## src/rtl/falling_sand_grid_step_defines.svh

```systemverilog
// Assertion macros shared by the RTL.
`ifndef FALLING_SAND_GRID_STEP_DEFINES_SVH
`define FALLING_SAND_GRID_STEP_DEFINES_SVH

`ifndef ASSERT_OFF
`define FSG_ASSERT_CLK(label, clk, rst, prop, msg) \
   label: assert property (@(posedge clk) disable iff (rst) prop) else $error(msg);
`define FSG_ASSERT(label, prop, msg) \
   `FSG_ASSERT_CLK(label, clock, reset, prop, msg)
`else
`define FSG_ASSERT_CLK(label, clk, rst, prop, msg)
`define FSG_ASSERT(label, prop, msg)
`endif

`endif

```

## src/rtl/fsg_ram.sv

```systemverilog
`timescale 1ns / 1ps
module fsg_ram #(
   parameter int WIDTH = 8,
   parameter int DEPTH = 16
) (
   input  logic                     clock,
   input  logic                     wr_en,
   input  logic [$clog2(DEPTH)-1:0] wr_addr,
   input  logic [WIDTH-1:0]         wr_data,
   input  logic                     rd_en,
   input  logic [$clog2(DEPTH)-1:0] rd_addr,
   output logic [WIDTH-1:0]         rd_data
);

   logic [WIDTH-1:0] mem [DEPTH];
   logic [WIDTH-1:0] rd_data_ff;

   always_ff @(posedge clock) begin
      if (wr_en) begin
         mem[wr_addr] <= wr_data;
      end
      if (rd_en) begin
         rd_data_ff <= mem[rd_addr];
      end
   end

   assign rd_data = rd_data_ff;

endmodule

```

## config.mk

```make
export PLATFORM = sky130hd
export DESIGN_NAME = fsg_ram
export DESIGN_NICKNAME = d
export VERILOG_FILES = /design/src/rtl/falling_sand_grid_step_defines.svh /design/src/rtl/fsg_ram.sv
export SDC_FILE = /design/constraint.sdc
export NUM_CORES = 1
export LEC_CHECK = 0
export BUFFER_PORTS_ARGS = -buffer_cell sky130_fd_sc_hd__buf_4
export CORE_ASPECT_RATIO = 0.6
export CORE_MARGIN = 1.5
export CORE_UTILIZATION = 45
export DETAILED_ROUTE_END_ITERATION = 12
export HOLD_SLACK_MARGIN = 0.1
export SYNTH_ARGS = -nofsm -noshare
export SYNTH_HDL_FRONTEND = slang
export SYNTH_SLANG_ARGS = --single-unit
```

## constraint.sdc

```tcl
create_clock -name clock -period 1.75 [get_ports clock]
set_input_delay 0.35 -clock clock [delete_from_list [all_inputs] [get_ports clock]]
set_output_delay 0.35 -clock clock [all_outputs]
set_load 0.005 [all_outputs]
```

==> flow_summary_export.csv, run 1 <==
group,metric,value,unit
sta,grt_setup_unrepaired,"no",
synth,synth_top_cell_area_share,78.1,%
floorplan,die_w,142,um
global_routing,antenna_found_initial,1,
critical_path,r2r_end,"rd_data[5]$_DFFE_PP_",
critical_path,ff2ff_path_depth,3,
sta,slew_headroom,45.1,%
placement,place_inst,435,
synth,yosysWarnings,0,
synth,ys_ff_latch,136,
pwr,cellPowerDensity,1190,mW/mm^2
critical_path,critPathMaxFanout,1,
run,cap_violations,0,
routing,drtIter0Drc,156,
sta,finalSetupViolCount,0,
cts,cts_setup_buffers,0,
cts,cts-resized-gates,0,
status,status,"complete, no violations",
routing,dr.pass1.iters,4,
cts,cts_made_buffers,17,
finish,final_cell_mix,"edfxtp_1 (136), buf_4 (50), mux4_2 (18), clkbuf_16 (17), a22oi_1 (16)",
placement,dp_hpwl,6.97,mm
routing,viasPerCell,5.34,
critical_path,critical_path.endpoint_type,"flip-flop",
cts,clk_latency,0.41,ns
routing,antenna_left,0,
floorplan,coreArea,0.0113,mm^2
min_path,min_path_cells,1,
global_routing,grt_usage,19.6,%
critical_path,arrival,1.62,ns
cts,path_clk_slew,0.06,ns
synth,synth_cell_types,18,
min_path,hp-start,"wr_data[5]",
floorplan,die_h,86.5,um
finish,nNetsFinal,313,
min_path,hold_class,"input pin to flip-flop",
cts,cts_buffer_depth,2,
placement,place_area,0.00584,mm^2
placement,portBuffers,26,
cts,cts_root_buf,"clkbuf_16",
global_routing,overflow,0,
placement,gp_congestion,0.743,
synth,ys_top_cells_by_area,"edfxtp_1 (78%), mux4_2 (7.8%), mux4_1 (7.0%)",
finish,synthToLayoutAreaGrowth,23.1,%
floorplan,core.rowCount,30,
pwr,irDropWorstVdd,0.798,mV
floorplan,dieArea,0.0123,mm^2
finish,nFillCells,830,
synth,syn_inst,229,
floorplan,initial_core_util,46.3,%
pwr,p_leak,2.20,nW
sta,finalCritPeriodShare,84.0,%
synth,syn_area,0.00523,mm^2
global_routing,grt_first_pass_wirelength,16.2,mm
synth,synth-seq-area-share,78.1,%
critical_path,reg2reg_setup_slack,0.28,ns
global_routing,grt_pass1_vias,2561,
cts,cts_sinks,136,
finish,drive_gt1_share,32.7,%
critical_path,r2r-start,"mem[8][5]$_DFFE_PP_",
routing,drc,0,
sta,maxSlewViolCount,0,
finish,postLayoutCoreUtil,57.0,%
critical_path,worst_setup_path_start_kind,"flip-flop",
synth,yosys.area.top_type,"edfxtp_1",
cts,cts_tree,"done",
finish,final_area,0.00644,mm^2
sta,hold_ws,0.251,ns
cts,cts_hold_buf,0,
routing,wl_per_cell,23.0,um
min_path,worstHoldEndpoint,"mem[1][5]$_DFFE_PP_",
finish,final_common_cell,"edfxtp_1",
sta,hold_violations,0,
routing,vias,2496,
global_routing,grt_max_degree,22,
synth,postSynthAreaPerCell,22.8,um^2
floorplan,io_pins,27,
routing,drt-total-wl,10.7,mm
sta,worst_pin_slew,0.822,ns
sta,clock_skew,0.00487,ns
critical_path,worstPathRequired,1.90,ns
critical_path,crit_type,"flip-flop to flip-flop",
sta,clock.fmax,680,MHz
synth,syn-num-nets,248,
finish,instances_no_fill,467,
sta,period_needed,1.47,ns
cts,htree_num_levels,4,
[logic make-up after synthesis]
family | count (synthesis) | share of synthesized area [%]
flip-flops | 136 | 78.1
multiplexers | 32 | 14.8
AO/OA/AOI/OAI | 16 | 2.30
AND/OR/NAND/NOR | 35 | 3.14
buffers and inverters | 10 | 1.65
[per-stage QoR]
step                TNS, ns  setup WS [ns]  power (mW)
floorplan                 0          0.118        3.94
global placement     -0.433         -0.129        4.14
detailed placement   -0.438         -0.122        4.15
CTS                       0          0.274        7.73
global route              0          0.206        7.90
finish                    0          0.279        7.66
[worst max-delay path, cell delays in order, from the launching register on]
cell	delay (ns)
edfxtp_1	0.36
mux4_1	0.53
a22oi_1	0.24
nand2_1	0.09
[worst max path at each step]
| stage | start | endpoint | slack, ns | cells after the start |
|---|---|---|---|---|
| final | mem[8][5]$_DFFE_PP_ | rd_data[5]$_DFFE_PP_ | 0.28 | 3 |
| after global routing | mem[2][7]$_DFFE_PP_ | rd_data[7]$_DFFE_PP_ | 0.21 | 3 |
| after CTS | mem[8][5]$_DFFE_PP_ | rd_data[5]$_DFFE_PP_ | 0.27 | 3 |
| after detailed placement | rd_addr[0] | rd_data[5]$_DFFE_PP_ | -0.12 | 5 |
| after global placement | rd_addr[0] | rd_data[5]$_DFFE_PP_ | -0.13 | 5 |
| after floorplan | rd_addr[0] | rd_data[1]$_DFFE_PP_ | 0.12 | 5 |
[where the power goes]
part           internal (mW)  switching, mW  total, mW  leakage, nW
clock                   2.35           1.24       3.59        0.280
sequential              3.67         0.0255       3.70         1.24
combinational          0.182          0.196      0.378        0.680
[cell type report]
class / count / area, um^2 / share of cell area, %
antenna: 1 / 2.50 / 0.0389
multi-input combinational: 83 / 1060 / 16.5
clock buffer: 20 / 437 / 6.78
timing repair buffer: 56 / 495 / 7.70
clock inverter: 11 / 155 / 2.41
sequential: 136 / 4080 / 63.5
tap: 160 / 200 / 3.11
[sequential cells by signal, summed over array words and instances (netlist names)]
name / count
rd_data: 8
mem: 128
[synthesized netlist by cell type]
master,instances
a22oi_1,16
and2_1,1
and2b_1,1
buf_2,3
buf_4,1
buf_6,3
clkdlybuf4s25_2,3
edfxtp_1,136
mux4_1,14
mux4_2,18
nand2_1,9
nand2b_1,2
nand3_1,1
nand3b_1,2
nor2_1,13
nor2b_1,1
nor3_1,4
or3b_2,1
[per-layer routing]
metal	up-vias	wire length, um	share of wire [%]	global-route usage [%]
li1	1110	-	-	-
met1	1295	5470	51	29.8
met2	75	4540	42	26.7
met3	16	572	5.3	5.75
met4	0	151	1.4	7.59
met5	-	0	0	0
Power figures use the tool's default switching activity.
==> inputs of run 2 (changes only) <==
==> constraint.sdc (replaced) <==
create_clock -name clock -period 1.45 [get_ports clock]
set_input_delay 0.29 -clock clock [delete_from_list [all_inputs] [get_ports clock]]
set_output_delay 0.29 -clock clock [all_outputs]
set_load 0.005 [all_outputs]
==> run 2 against run 1 <==
Effect of this change: critical path depth unchanged; final cell count is 0.86% higher; die area unchanged; clock skew grew 0.0023 ns; worst setup slack got worse by 0.25 ns; total power increased by 14%; fmax grew 3.9%; sequential share of layout area increased by 0.64 points.
==> flow_summary_export.csv, run 2 (same netlist as run 1, synthesis figures left out) <==
group,metric,value,unit
status,status,"complete, no violations",
pwr,cellPowerDensity,1370,mW/mm^2
placement,gp_congestion,0.740,
pwr,sw_frac_of_total,20.1,%
cts,cts_hold_buf,0,
routing,wl_per_cell,23.0,um
pwr,p_sw,1.76,mW
sta,grt_setup_unrepaired,"no",
cts,clk_latency,0.40,ns
critical_path,critPathMaxFanout,1,
sta,clock.fmax,706,MHz
sta,worst_pin_slew,0.901,ns
routing,drc,0,
global_routing,overflow,0,
finish,regMostFlops,"mem",
critical_path,r2r-start,"mem[0][0]$_DFFE_PP_",
global_routing,antenna_found_initial,0,
sta,period_needed,1.42,ns
pwr,combPwrFrac,5.6,%
floorplan,core.rowCount,30,
finish,largest_register_ffs,128,
finish,final_common_cell,"edfxtp_1",
cts,path_clk_slew,0.05,ns
global_routing,grt_pass1_vias,2662,
critical_path,worstPathRequired,1.60,ns
pwr,p_leak,2.15,nW
floorplan,io_pins,27,
critical_path,crit_start,"mem[0][0]$_DFFE_PP_",
pwr,irDropWorstVdd,0.758,mV
finish,instances_no_fill,471,
cts,cts_buffer_depth,2,
routing,drt-total-wl,10.8,mm
pwr,seqPwrFrac,51.1,%
critical_path,arrival,1.57,ns
critical_path,r2r_end,"rd_data[0]$_DFFE_PP_",
sta,finalSetupViolCount,0,
global_routing,grt_usage,19.8,%
cts,cts_root_buf,"clkbuf_16",
run,cap_violations,0,
sta,finalCritPeriodShare,97.6,%
sta,slew_headroom,39.7,%
cts,htree_num_levels,4,
cts,cts_made_buffers,17,
placement,portBuffers,26,
routing,vias,2534,
critical_path,ff2ff_path_depth,3,
routing,viasPerCell,5.38,
finish,nNetsFinal,317,
finish,diodes,0,
finish,regArea,0.00408,mm^2
finish,drive_gt1_share,40.5,%
min_path,min_path_cells,1,
routing,dr.pass1.iters,4,
finish,nFillCells,838,
cts,cts_sinks,136,
global_routing,grt_first_pass_wirelength,16.6,mm
placement,preCtsSetupSlack,-0.349,ns
finish,synthToLayoutAreaGrowth,21.9,%
floorplan,die_w,142,um
routing,antenna_left,0,
placement,dp_hpwl,7.31,mm
min_path,hold_class,"input pin to flip-flop",
critical_path,worst_setup_path_start_kind,"flip-flop",
sta,hold_violations,0,
pwr,p_int,6.97,mW
critical_path,crit_type,"flip-flop to flip-flop",
sta,maxSlewViolCount,0,
pwr,clockPowerShare,43.3,%
floorplan,die_h,86.5,um
sta,fin_ws,0.0341,ns
critical_path,endpoint,"rd_data[0]$_DFFE_PP_",
critical_path,reg2reg_setup_slack,0.03,ns
finish,multi_input_area,0.00104,mm^2
sta,fin_setup_tns,0,ns
floorplan,coreArea,0.0113,mm^2
critical_path,critical_path.endpoint_type,"flip-flop",
floorplan,initial_core_util,46.3,%
finish,final_cell_mix,"edfxtp_1 (136), buf_4 (54), mux4_2 (31), clkbuf_16 (17), nor2_1 (13)",
floorplan,dieArea,0.0123,mm^2
placement,place_inst,439,
sta,clock_skew,0.00714,ns
routing,drtIter0Drc,188,
cts,cts_tree,"done",
global_routing,grt_max_degree,17,
-- run 2: worst min path at each step --
stage / from / to / slack (ns)
after CTS: wr_data[2] / mem[6][2]$_DFFE_PP_ / 0.18
after floorplan: wr_data[0] / mem[0][0]$_DFFE_PP_ / 0.39
final: wr_data[2] / mem[6][2]$_DFFE_PP_ / 0.19
after global placement: wr_data[2] / mem[6][2]$_DFFE_PP_ / 0.60
after global routing: wr_data[2] / mem[6][2]$_DFFE_PP_ / 0.20
after detailed placement: wr_data[2] / mem[6][2]$_DFFE_PP_ / 0.61
-- run 2: worst max-delay path: stages (launching register included) --
cell and delay (ns):
edfxtp_1 0.36, mux4_1 0.49, a22oi_1 0.22, nand2_1 0.09
-- run 2: layer usage --
| layer | vias to the layer above | track usage, % | wire length [um] |
|---|---|---|---|
| li1 | 1110 | - | - |
| met1 | 1328 | 29.6 | 5010 |
| met2 | 88 | 28.2 | 4770 |
| met3 | 8 | 4.03 | 981 |
| met4 | 0 | 9.56 | 79 |
| met5 | - | 0 | 0 |
-- run 2: through the flow --
step	utilization, %	hold slack (ns)	instance area (um^2)	total power, mW
6_report	56.4	0.188	6370	8.72
5_1_grt	56.4	0.196	6370	9.01
4_1_cts	56.3	0.177	6360	8.79
3_5_place_dp	51.6	0.612	5830	5.02
3_3_place_gp	51.6	0.597	5830	5.02
2_1_floorplan	-	0.389	5230	4.77
-- run 2: repair_timing --
item,in CTS,in global routing
gates resized for setup,1,3
endpoints found under the setup margin,1,3
setup buffers,0,0
-- run 2: power by group through the flow --
stage | combinational (mW) | sequential [mW] | clock [mW]
after detailed placement | 0.481 | 4.54 | 0
final | 0.484 | 4.46 | 3.78
after global routing | 0.523 | 4.47 | 4.02
after floorplan | 0.244 | 4.53 | 0
after global placement | 0.475 | 4.54 | 0
after CTS | 0.485 | 4.46 | 3.85
-- run 2: layout make-up --
class,count,area share (%)
clock buffers,18,6.73
clock inverters,14,1.41
well taps,160,3.14
repair buffers,60,8.25
flip-flops and latches,136,64.1
multi-input cells,83,16.4
==> inputs of run 3 (changes only) <==
--- a/config.mk
+++ b/config.mk
@@ -11,6 +11,7 @@
 export CORE_UTILIZATION = 45
 export DETAILED_ROUTE_END_ITERATION = 12
 export HOLD_SLACK_MARGIN = 0.1
+export RECOVER_POWER = 25
 export SYNTH_ARGS = -nofsm -noshare
 export SYNTH_HDL_FRONTEND = slang
 export SYNTH_SLANG_ARGS = --single-unit
==> run 3 against run 2 <==
Effect of this change: die area is the same; sequential cell count unchanged; clock power is essentially flat; critical path type unchanged; critical endpoint unchanged; largest power group unchanged.
==> flow_summary_export.csv, run 3 (same netlist as run 1, synthesis figures left out) <==
group,metric,value,unit
critical_path,critical_path.endpoint_type,"flip-flop",
critical_path,reg2reg_setup_slack,0.04,ns
global_routing,grt_max_degree,17,
routing,antenna_left,0,
placement,portBuffers,26,
finish,final_cell_mix,"edfxtp_1 (136), buf_4 (47), mux4_2 (31), clkbuf_16 (17), nor2_1 (13)",
critical_path,path_delay_family,"multiplexers",
critical_path,cp_num_buf_inv,0,
floorplan,die_h,86.5,um
critical_path,worst_setup_path_start_kind,"flip-flop",
global_routing,grt_usage,19.8,%
sta,hold_ws,0.201,ns
critical_path,critPathSlowestCell,"mux4_1",
floorplan,io_pins,27,
global_routing,overflow,0,
critical_path,critPathMaxFanout,1,
finish,nNetsFinal,317,
sta,fin_ws,0.0421,ns
cts,cts_buffer_depth,2,
min_path,hold_class,"input pin to flip-flop",
routing,vias,2561,
cts,htree_num_levels,4,
cts,path_clk_slew,0.05,ns
pwr,irDropWorstVdd,0.755,mV
sta,clock.fmax,710,MHz
cts,cts_hold_buf,0,
finish,diodes,0,
critical_path,path_depth,3,
run,cap_violations,0,
floorplan,coreArea,0.0113,mm^2
critical_path,crit_type,"flip-flop to flip-flop",
finish,regMostFlops,"mem",
pwr,p_leak,2.13,nW
cts,cts_tree,"done",
cts,clk_latency,0.40,ns
placement,dp_hpwl,7.31,mm
routing,viasPerCell,5.44,
critical_path,ff2ff_path_depth,3,
sta,slew_headroom,40.1,%
global_routing,grt_first_pass_wirelength,16.6,mm
critical_path,endpoint,"rd_data[0]$_DFFE_PP_",
critical_path,r2r_end,"rd_data[0]$_DFFE_PP_",
cts,cts_root_buf,"clkbuf_16",
global_routing,antenna_found_initial,0,
placement,gp_congestion,0.740,
min_path,hp-start,"rd_en",
finish,synthToLayoutAreaGrowth,21.4,%
routing,drtIter0Drc,200,
critical_path,critPathMaxStageDelay,0.49,ns
sta,finalSetupViolCount,0,
placement,place_inst,439,
routing,drt-total-wl,10.9,mm
global_routing,grt_pass1_vias,2662,
placement,preCtsSetupSlack,-0.349,ns
finish,instances_no_fill,471,
sta,period_needed,1.41,ns
critical_path,crit_start,"mem[0][0]$_DFFE_PP_",
finish,largest_register_ffs,128,
routing,wl_per_cell,23.1,um
sta,grt_setup_unrepaired,"no",
cts,cts_sinks,136,
floorplan,dieArea,0.0123,mm^2
status,status,"complete, no violations",
pwr,cellPowerDensity,1370,mW/mm^2
critical_path,crit_path_cell_trace,"mux4_1, a22oi_1, nand2_1",
floorplan,initial_core_util,46.3,%
sta,hold_violations,0,
sta,clock_skew,0.00630,ns
routing,dr.pass1.iters,4,
routing,drc,0,
finish,final_common_cell,"edfxtp_1",
floorplan,die_w,142,um
critical_path,worstPathRequired,1.60,ns
floorplan,core.rowCount,30,
critical_path,arrival,1.56,ns
critical_path,r2r-start,"mem[0][0]$_DFFE_PP_",
cts,cts_setup_buffers,0,
sta,finalCritPeriodShare,97.1,%
cts,cts_made_buffers,17,
sta,maxSlewViolCount,0,
finish,drive_gt1_share,38.3,%
sta,worst_pin_slew,0.896,ns
run 3: changes by cell type in the layout (fill, tap and decap cells not counted), sizes merged:
cell / previous run / this run
buf: 60 / 53
clkbuf: 18 / 25
run 3: routing by layer:
layer	track usage, %	part of all wire (%)
met5	0	0
met3	4.03	7.2
met4	9.56	0.91
met1	29.6	48
met2	28.2	44
run 3: report_power, final:
| group | switching [mW] | leakage (nW) | internal, mW | total [mW] |
|---|---|---|---|---|
| clock network | 1.48 | 0.266 | 2.30 | 3.77 |
| logic | 0.247 | 0.625 | 0.229 | 0.476 |
| registers | 0.0293 | 1.24 | 4.43 | 4.46 |
run 3: timing repair:
item,CTS,global route
gates resized for setup,1,3
endpoints found under the setup margin,1,3
pin swaps,0,0
run 3: how the worst min path moves through the flow:
stage | end | slack [ns] | depth (start not counted)
floorplan | mem[0][0]$_DFFE_PP_ | 0.39 | 0
global placement | mem[6][2]$_DFFE_PP_ | 0.60 | 1
detailed placement | mem[6][2]$_DFFE_PP_ | 0.61 | 1
CTS | mem[6][2]$_DFFE_PP_ | 0.18 | 1
global route | rd_data[6]$_DFFE_PP_ | 0.20 | 1
finish | rd_data[6]$_DFFE_PP_ | 0.20 | 1
run 3: worst register-to-register path, stage by stage, from the launching register on:
cell	delay (ns)
edfxtp_1	0.37
mux4_1	0.49
a22oi_1	0.21
nand2_1	0.09
run 3: through the flow:
stage / power [mW] / utilization [%] / instance area (um^2) / TNS (ns)
floorplan: 4.77 / - / 5230 / -3.57
global placement: 5.02 / 51.6 / 5830 / -7.35
detailed placement: 5.02 / 51.6 / 5830 / -7.44
CTS: 8.79 / 56.3 / 6360 / 0
global route: 9.01 / 56.2 / 6350 / 0
finish: 8.71 / 56.2 / 6350 / 0
run 3: cell type report:
cell class / count / area, um^2
timing repair buffer: 60 / 499
tap: 160 / 200
clock inverter: 14 / 90.1
multi-input combinational: 83 / 1040
sequential: 136 / 4080
clock buffer: 18 / 429
fill: 850 / 4950
